--- config.mk ---
export PLATFORM = sky130hd
export DESIGN_NAME = bct_cell
export DESIGN_NICKNAME = d
export VERILOG_FILES = /design/src/sv/bct_pkg.sv /design/src/sv/bct_cell.sv
export SDC_FILE = /design/constraint.sdc
export NUM_CORES = 1
export LEC_CHECK = 0
export ABC_AREA = 1
export BUFFER_PORTS_ARGS = -buffer_cell sky130_fd_sc_hd__buf_2
export CAP_MARGIN = 30
export CORE_MARGIN = 4
export CORE_UTILIZATION = 25
export DETAILED_ROUTE_END_ITERATION = 8
export PLACE_DENSITY = 0.51
export RECOVER_POWER = 25
export REMOVE_ABC_BUFFERS = 1
export SLEW_MARGIN = 20
export SYNTH_ARGS = -nofsm -noshare
export SYNTH_HDL_FRONTEND = slang
export SYNTH_SLANG_ARGS = --single-unit
--- constraint.sdc ---
create_clock -name clock -period 10.35 [get_ports clock]
set_input_delay 1.5525 -clock clock [delete_from_list [all_inputs] [get_ports clock]]
set_output_delay 1.5525 -clock clock [all_outputs]
set_load 0.01 [all_outputs]
--- src/sv/bct_pkg.sv ---
// ----------------------------------------------------------------------------
// bct_pkg
// Shared sizes, codes and types of the box table: action and status codes,
// the stored box record and the control bundle broadcast to every cell.
// ----------------------------------------------------------------------------
package bct_pkg;

   // table and field sizes
   localparam int CAPACITY   = 32;
   localparam int ID_BITS    = 16;
   localparam int COORD_BITS = 16;
   localparam int COUNT_BITS = $clog2(CAPACITY + 1);

   // action codes
   localparam logic [2:0] ACT_REGISTER   = 3'd0;
   localparam logic [2:0] ACT_UNREGISTER = 3'd1;
   localparam logic [2:0] ACT_GET        = 3'd2;
   localparam logic [2:0] ACT_SET        = 3'd3;
   localparam logic [2:0] ACT_OVERLAP    = 3'd4;

   // status codes
   localparam logic [1:0] STAT_OK        = 2'd0;
   localparam logic [1:0] STAT_MISS      = 2'd1;
   localparam logic [1:0] STAT_FULL      = 2'd2;
   localparam logic [1:0] STAT_EXHAUSTED = 2'd3;

   // one stored box, Q12.4 corners
   typedef struct packed {
      logic signed [COORD_BITS-1:0] min_x;
      logic signed [COORD_BITS-1:0] min_y;
      logic signed [COORD_BITS-1:0] max_x;
      logic signed [COORD_BITS-1:0] max_y;
   } box_type;

   // commands broadcast along the chain
   typedef struct packed {
      logic capture;   // latch compare results
      logic shift_en;  // close the gap behind a removed entry
      logic set_en;    // overwrite the box of the matching entry
      logic drain;     // hand out the first pending overlap hit
   } cell_ctrl_type;

endpackage

--- src/sv/bct_cell.sv ---
// ----------------------------------------------------------------------------
// bct_cell
// One slot of the table. Holds an id and a box, compares them against the
// query, and passes selection tokens and entry data to its neighbours.
// ----------------------------------------------------------------------------
module bct_cell (
   input  logic                            clock,
   input  logic                            reset,
   input  bct_pkg::cell_ctrl_type          ctrl,
   input  logic                            occupied,
   input  logic                            append_sel,
   input  logic [bct_pkg::ID_BITS-1:0]     q_id,
   input  bct_pkg::box_type                q_box,
   input  logic [bct_pkg::ID_BITS-1:0]     new_id,
   input  logic [bct_pkg::ID_BITS-1:0]     nbr_id,
   input  bct_pkg::box_type                nbr_box,
   input  logic                            seen_in,
   input  logic                            taken_in,
   input  logic                            more_in,
   output logic                            seen_out,
   output logic                            taken_out,
   output logic                            more_out,
   output logic                            match,
   output logic                            pick,
   output logic [bct_pkg::ID_BITS-1:0]     id_out,
   output bct_pkg::box_type                box_out
);

   logic [bct_pkg::ID_BITS-1:0] id_ff, id_in;
   bct_pkg::box_type            box_ff, box_in;
   logic                        match_ff, match_in;
   logic                        hit_ff, hit_in;
   logic                        id_eq, overlap;

   // compare against the query; touching boxes count as overlapping
   assign id_eq   = (id_ff == q_id);
   assign overlap = (box_ff.min_x <= q_box.max_x) && (box_ff.max_x >= q_box.min_x) &&
                    (box_ff.min_y <= q_box.max_y) && (box_ff.max_y >= q_box.min_y);

   // tokens: first match onwards, first pending hit, later pending hits
   assign seen_out  = seen_in | match_ff;
   assign pick      = hit_ff & ~taken_in;
   assign taken_out = taken_in | hit_ff;
   assign more_out  = more_in | (hit_ff & taken_in);

   assign match   = match_ff;
   assign id_out  = id_ff;
   assign box_out = box_ff;

   // entry update: shift from the right-hand neighbour, append or overwrite
   always_comb begin
      id_in    = id_ff;
      box_in   = box_ff;
      match_in = match_ff;
      hit_in   = hit_ff;
      if (ctrl.capture) begin
         match_in = occupied & id_eq;
         hit_in   = occupied & overlap;
      end
      if (ctrl.shift_en && seen_out) begin
         id_in  = nbr_id;
         box_in = nbr_box;
      end else if (append_sel) begin
         id_in  = new_id;
         box_in = q_box;
      end else if (ctrl.set_en && match_ff) begin
         box_in = q_box;
      end
      if (ctrl.drain && pick) begin
         hit_in = 1'b0;
      end
   end

   // hold entry data; compare flags are cleared by reset
   always_ff @(posedge clock) begin
      id_ff  <= id_in;
      box_ff <= box_in;
      if (reset) begin
         match_ff <= 1'b0;
         hit_ff   <= 1'b0;
      end else begin
         match_ff <= match_in;
         hit_ff   <= hit_in;
      end
   end

endmodule

Word level (Yosys, flattened, before mapping)
Cells that the tools add are included.
{"block": "word_totals", "regBits": 82, "latchBits": 0, "ram_bits": 0, "romBits": 0, "input_bits": 187, "output_inout_bits": 85, "wordCells": 34, "memories": 0}
{"block": "classes", "n_addsub": 0, "multipliers": 0, "n_div": 0, "n_lt_le_gt_ge": 4, "n_eq_ne": 1, "shift": 0, "n_mux": 5, "bitwise": 8, "reduce_logical": 9}
{"operator": "2-to-1 mux 64 bit", "count": 3}
{"operator": "greater-or-equal comparator 16 bit", "count": 2}
{"operator": "<= comparator 16 bit", "count": 2}
{"operator": "2-to-1 mux 16 bit", "count": 2}
{"operator": "equality test 16 bit", "count": 1}
{"operator": "logical AND 1 bit", "count": 6}
{"operator": "AND 1 bit", "count": 4}
{"operator": "bitwise OR 1 bit", "count": 3}
{"operator": "nonzero test 3 bit", "count": 1}
{"operator": "nonzero test 2 bit", "count": 1}
{"operator": "OR reduction 2 bit", "count": 1}
{"operator": "NOT 1 bit", "count": 1}

Longest topological paths before layout
Gate-level depths: netlist of the first run.
{"block": "depth", "depth_word": 5, "ltp_mapped": 17, "ltp_nobuf": 17}

Least setup slack after synthesis of the first run
No wires, ideal clock.
{"block": "synth_path", "path_type": "input port to flip-flop", "start": "input port seen_in", "end": "register box_ff (netlist bit box_out[0]), enable pin", "setup_ps": 852, "t_arrival_ps": 3742, "required_time_ps": 9498, "setup_slack_ps": 5756, "stages": 5, "path_buffers": 2, "cell_sequence": "or2_1 nand2_2 buf_4 buf_2 nand3_1"}
{"block": "synth_via", "elab_chain_cells": 3}
{"item": "start, declared", "line_no": "bct_cell.sv:17", "text": "input logic seen_in,"}
{"item": "bitwise OR 1 bit", "line_no": "bct_cell.sv:41", "text": "assign seen_out = seen_in | match_ff;"}
{"item": "logical AND 1 bit", "line_no": "bct_cell.sv:60", "text": "if (ctrl.shift_en && seen_out) begin"}
{"item": "nonzero test 3 bit (no line)"}
{"item": "end signal, assigned", "line_no": "bct_cell.sv:77", "text": "box_ff <= box_in;"}
{"item": "end, declared", "line_no": "bct_cell.sv:30", "text": "bct_pkg::box_type box_ff, box_in;"}
Every way passes these cells.
A chain may end at the register's enable or synchronous reset.

Final worst setup path of the first run
{"block": "layout_path", "start": "input port seen_in", "end": "register id_ff (netlist bit id_out[14]), enable pin"}
{"block": "layout_via", "elab_chain_cells": 3}
{"item": "bitwise OR 1 bit", "line_no": "bct_cell.sv:41"}
{"item": "logical AND 1 bit", "line_no": "bct_cell.sv:60"}
{"item": "nonzero test 2 bit (no line)"}
{"item": "end signal, assigned", "line_no": "bct_cell.sv:76", "text": "id_ff <= id_in;"}
{"item": "end, declared", "line_no": "bct_cell.sv:29", "text": "logic [bct_pkg::ID_BITS-1:0] id_ff, id_in;"}
Every way passes these cells.

==> impl_metrics.toml, run 1 <==
[global_route]
antenna_found_initial = 1
globalRouteOverflowTotal = 0
grt.total_usage_pct = 13.60
grt_pass1_vias = 4915
grt_pass1_wl_um = 25490
grt_max_degree = 73

[clocking]
clockBufferDepth = 2
clkLatencyLatePin_ns = 0.34
cts_sinks = 82
ctsResizeCount = 0
root_buffer = "clkbuf_16"
htreeDepth = 3
hold_buffers = 0
cts_tree = "built"
path_clk_slew_ns = 0.06
cts_made_buffers = 9
cts_setup_buffers = 0

[floorplan]
core-area_um2 = 21090
initial_core_util_pct = 25.53
design.die.area_um2 = 23940
dieHeight_um = 154.7
fp.dieW_um = 154.7
rows = 53
num_io_pins = 272

[sta]
fmax_ghz = 0.2502
setup_viol = 0
grt_setup_unrepaired = "false"
relSlewSlack_pct = 46.37
fin_skew_ns = 0.005545
fin_crit_ns = 3.996
final-hold-violation-count = 0
tns_ns = 0
slew_violations = 0
period_share_pct = 38.61
tightest_slew_ns = 0.8045

[synth]
yosysMostFrequentCell = "inv_1"
ys.flop_type = "edfxtp_1"
synth.top_cell.area_share_pct = 44.63
synth_cell_type_count = 30
yosysWarnings = 0
synth_area_leaders = "edfxtp_1 (45%), ha_1 (15%), a21oi_1 (7.9%)"
synth_area_per_cell_um2 = 9.046
async_reset_ff_share_pct = 0
seq_area_frac_synth_pct = 45.37
syn_area_um2 = 5383
syn_inst = 595
synth_area_leader_cell = "edfxtp_1"
synth-seq-cells = 82
synth_edf_count = 80
synthTopCellsByCount = "inv_1 (102), a21oi_1 (85), nor2_1 (85)"

[routing]
antenna_left = 0
wl_per_cell_um = 14.79
vias = 4925
dr.pass1.iters = 5
drt-initial-drc-count = 249
viasPerCell = 4.301
wl_um = 16940
drcViolationCount = 0

[placement]
io_buffers = 271
hpwl_um = 13960
globalplace.congestion = 0.7956
dp_cells = 1128

[power]
p_int_uw = 676.8
leakagePower_uw = 0.003620
p_per_area_nw_per_um2 = 135.3
power_frac_clock_pct = 30.5
p_comb_share_pct = 25.1
seqPwrFrac_pct = 44.5
ir_drop_mv = 0.07659
swShare_pct = 30.75
p_switching_uw = 300.5

[hold_path]
hp-class = "reg2reg"

[cells_and_area]
nNetsFinal = 1115
fill_cells = 2304
drive_above_1_share_pct = 29.23
syn_to_final_growth_pct = 34.15
fin_cells = 1145

[critical_path]
cp.arrival_ns = 3.91
cp-start-kind = "input port"
critPathCaptureType = "flop"
required_ns = 10.26
path_class = "in2reg"
path_max_fanout = 72

[flow_run]
maxCapViolations = 0

[status]
outcome = "finished, final reports clean"
[routing by layer]
metal / GRT usage, % / wire length [um]
met3: 4.085 / 1421
met1: 16.55 / 7222
met5: 0 / 13
met4: 3.701 / 245
met2: 23.42 / 8033
[area by class of cell]
cell class / instances / area [um2] / area share (%)
Antenna cell: 1 / 2.502 / 0.03466
Clock buffer: 11 / 232.7 / 3.223
Clock inverter: 5 / 31.28 / 0.4332
Inverter: 103 / 386.6 / 5.354
Multi-Input combinational cell: 395 / 2472 / 34.24
Sequential cell: 82 / 2442 / 33.82
Tap cell: 275 / 344.1 / 4.765
Timing Repair Buffer: 273 / 1309 / 18.13
[path summary, 6_finish.rpt]
check                                   to  slack, ns  cells past startpoint     from
worst max-delay path            id_out[14]       6.35                      5  seen_in
worst min-delay path                 match       0.54                      2    match
worst max register to register  id_out[14]       7.27                      4    match
worst min register to register       match       0.54                      2    match
[sequential cells by signal, indices dropped and copies added, names as in the netlist]
register / count
match: 1
id_out: 16
box_out: 64
hit_ff: 1
[power groups by stage]
stage	Clock, uW	Sequential, uW	Combinational (uW)
global route	320	440	283
global placement	0	442	253
CTS	310	434	259
finish	298	434	245
floorplan	0	456	123
detailed placement	0	441	258
[logic make-up (layout without fill, tap and decap cells)]
group | count (synthesis) | in the layout | share of synthesized area [%]
simple gates | 200 | 200 | 15.13
flops | 82 | 82 | 45.37
mux | 20 | 20 | 4.184
other cells | 0 | 1 | 0
compound gates | 104 | 104 | 10.27
xor+xnor | 7 | 7 | 1.139
buf+inv | 118 | 392 | 9.019
fa+ha+maj | 64 | 64 | 14.88
[metrics by stage]
| stage | hold WS, ns | setup slack [ns] | area [um2] | total power (uW) | utilization (%) |
|---|---|---|---|---|---|
| final | 0.5411 | 6.354 | 7221 | 977.3 | 34.24 |
| after global routing | 0.5752 | 6.119 | 7218 | 1043 | 34.23 |
| after CTS | 0.5503 | 6.374 | 7293 | 1003 | 34.59 |
| after detailed placement | 0.5398 | 6.005 | 7029 | 698.7 | 33.33 |
| after global placement | 0.5157 | 5.979 | 7009 | 695.2 | 33.24 |
| after floorplan | 0.5004 | 4.289 | 5284 | 579.0 | - |
[placed cells by master (no fill, tap or decap), types with 4 or more instances in the layout]
cell type	instances
edfxtp_1	80
nand4_1	4
clkbuf_1	62
nor2_1	85
xor2_1	5
ha_1	64
o21ai_0	6
a21oi_1	85
inv_1	102
buf_2	211
nand2_1	81
o21bai_1	4
nand3_1	18
clkbuf_16	9
mux2_2	20
[critical path: stages]
cell	delay [ns]
buf_2	0.10
or2_1	0.24
nand2_4	0.56
buf_4	0.71
nand2_1	0.64
Note: power is estimated with default switching activity, not from simulation.
==> run 2, diff against run 1 <==
==> constraint.sdc (replaced) <==
create_clock -name clock -period 3.91 [get_ports clock]
set_input_delay 0.5865 -clock clock [delete_from_list [all_inputs] [get_ports clock]]
set_output_delay 0.5865 -clock clock [all_outputs]
set_load 0.01 [all_outputs]
==> impl_metrics.toml, run 2 (synthesis gave the netlist of run 1 again) <==
[routing]
drcViolationCount = 0
vias = 4860
viasPerCell = 4.245
met1_length_um = 7204
dr.pass1.iters = 4
route.met2.wl_um = 8024
drt-initial-drc-count = 225
highest_layer = "met4"
antenna_left = 0
wl_um = 16910
wl_per_cell_um = 14.76
met3_length_um = 1426

[clocking]
cts_made_buffers = 9
root_buffer = "clkbuf_16"
path_clk_slew_ns = 0.06
clkLatencyLatePin_ns = 0.34
cts_tree = "built"
clockBufferDepth = 2
hold_buffers = 0
cts_sinks = 82
cts_setup_buffers = 0
ctsResizeCount = 0
htreeDepth = 3

[floorplan]
rows = 53
core-area_um2 = 21090
design.die.area_um2 = 23940
dieHeight_um = 154.7
initial_core_util_pct = 25.53
num_io_pins = 272
fp.dieW_um = 154.7

[global_route]
grt_pass1_wl_um = 25610
grt.total_usage_pct = 13.61
grt_max_degree = 78
grt_pass1_vias = 4991
globalRouteOverflowTotal = 0
antenna_found_initial = 0

[flow_run]
maxCapViolations = 0

[cells_and_area]
layout_common_cells = "buf_2 (210), inv_1 (102), nor2_1 (85), a21oi_1 (85), nand2_1 (81)"
post-route-util_pct = 34.33
drive_above_1_share_pct = 29.00
mostFrequentLayoutCell = "buf_2"
largest_reg_flops = 64
nNetsFinal = 1116
syn_to_final_growth_pct = 34.50
fin_cells = 1145

[sta]
fmax_ghz = 0.4177
tightest_slew_ns = 0.7533
period_share_pct = 61.23
relSlewSlack_pct = 49.78
grt_setup_unrepaired = "false"
slew_violations = 0
setup_viol = 0
final-hold-violation-count = 0
layout_setup_ws_ns = 1.516
fin_skew_ns = 0.005486
fin_crit_ns = 2.394

[critical_path]
cp.arrival_ns = 2.30
r2r_cells = 4
max_stage_delay_ns = 0.66
critical_path.cell_chain = "or2_1 -> nand2_4 -> buf_4 -> nand2_1"
cpMaxStageDelayCell = "nand2_1"
cp-start-kind = "flop"
r2r-start = "match"
critPathCaptureType = "flop"
required_ns = 3.82
path_class = "reg2reg"
r2r_end = "id_out[15]"
reg2reg_slack_ns = 1.52
path_max_fanout = 77

[placement]
dp_cells = 1129
hpwl_um = 14050
place_worst_setup_slack_ns = 1.158
globalplace.congestion = 0.7797
io_buffers = 271

[power]
ir_drop_mv = 0.1839
leakagePower_uw = 0.003628
p_per_area_nw_per_um2 = 364.5

[hold_path]
holdPathEnd = "match"
hold_depth = 2
hp-class = "in2reg"
hp-start = "reset"

[status]
outcome = "finished, final reports clean"
-- run 2: cell count changes in the layout (fill, tap and decap cells not counted) --
cell / before / now
clkinv_4: 1 / 0
bufinv_16: 0 / 1
clkinv_2: 3 / 2
clkinvlp_4: 1 / 0
clkbuf_1: 62 / 63
buf_4: 1 / 2
clkinv_1: 0 / 1
buf_2: 211 / 210
-- run 2: where the power goes --
group	total [uW]	switching, uW	internal, uW
clock network	837	349	488
registers	1150	61.1	1090
logic	654	377	277
-- run 2: worst max path at each step --
| stage | from | end | cells past startpoint |
|---|---|---|---|
| floorplan | seen_in | box_out[0] | 3 |
| global placement | seen_in | id_out[11] | 5 |
| detailed placement | seen_in | id_out[15] | 5 |
| CTS | match | id_out[15] | 4 |
| global route | match | id_out[14] | 4 |
| finish | match | id_out[15] | 4 |
-- run 2: layout make-up --
cell class | instances | area (um2)
Clock buffer | 11 | 232.7
Inverter | 103 | 386.6
Multi-Input combinational cell | 395 | 2472
Sequential cell | 82 | 2442
Timing Repair Buffer | 274 | 1315
Fill cell | 2276 | 13850
Antenna cell | 1 | 2.502
Clock inverter | 4 | 43.79
Tap cell | 275 | 344.1
-- run 2: critical path, delay by kind of cell (launching register included) --
family                 cells  cell delay [ns]
and+or+nand+nor            3             1.03
buffers and inverters      1             0.56
DFF                        1             0.34
-- run 2: layer usage --
| metal | GRT usage [%] | vias to the layer above |
|---|---|---|
| met5 | 0 | - |
| met4 | 4.037 | 0 |
| met3 | 4.645 | 17 |
| met2 | 22.84 | 176 |
| met1 | 16.57 | 2135 |
| li1 | - | 2532 |
-- run 2: metrics by stage --
step	total power [uW]	area [um2]	setup TNS, ns	hold WS (ns)
2_1_floorplan	1533	5284	-75.85	0.5004
3_3_place_gp	1843	7017	0	0.4968
3_5_place_dp	1851	7037	0	0.4990
4_1_cts	2704	7313	0	0.3959
5_1_grt	2807	7237	0	0.4067
6_report	2639	7239	0	0.4140
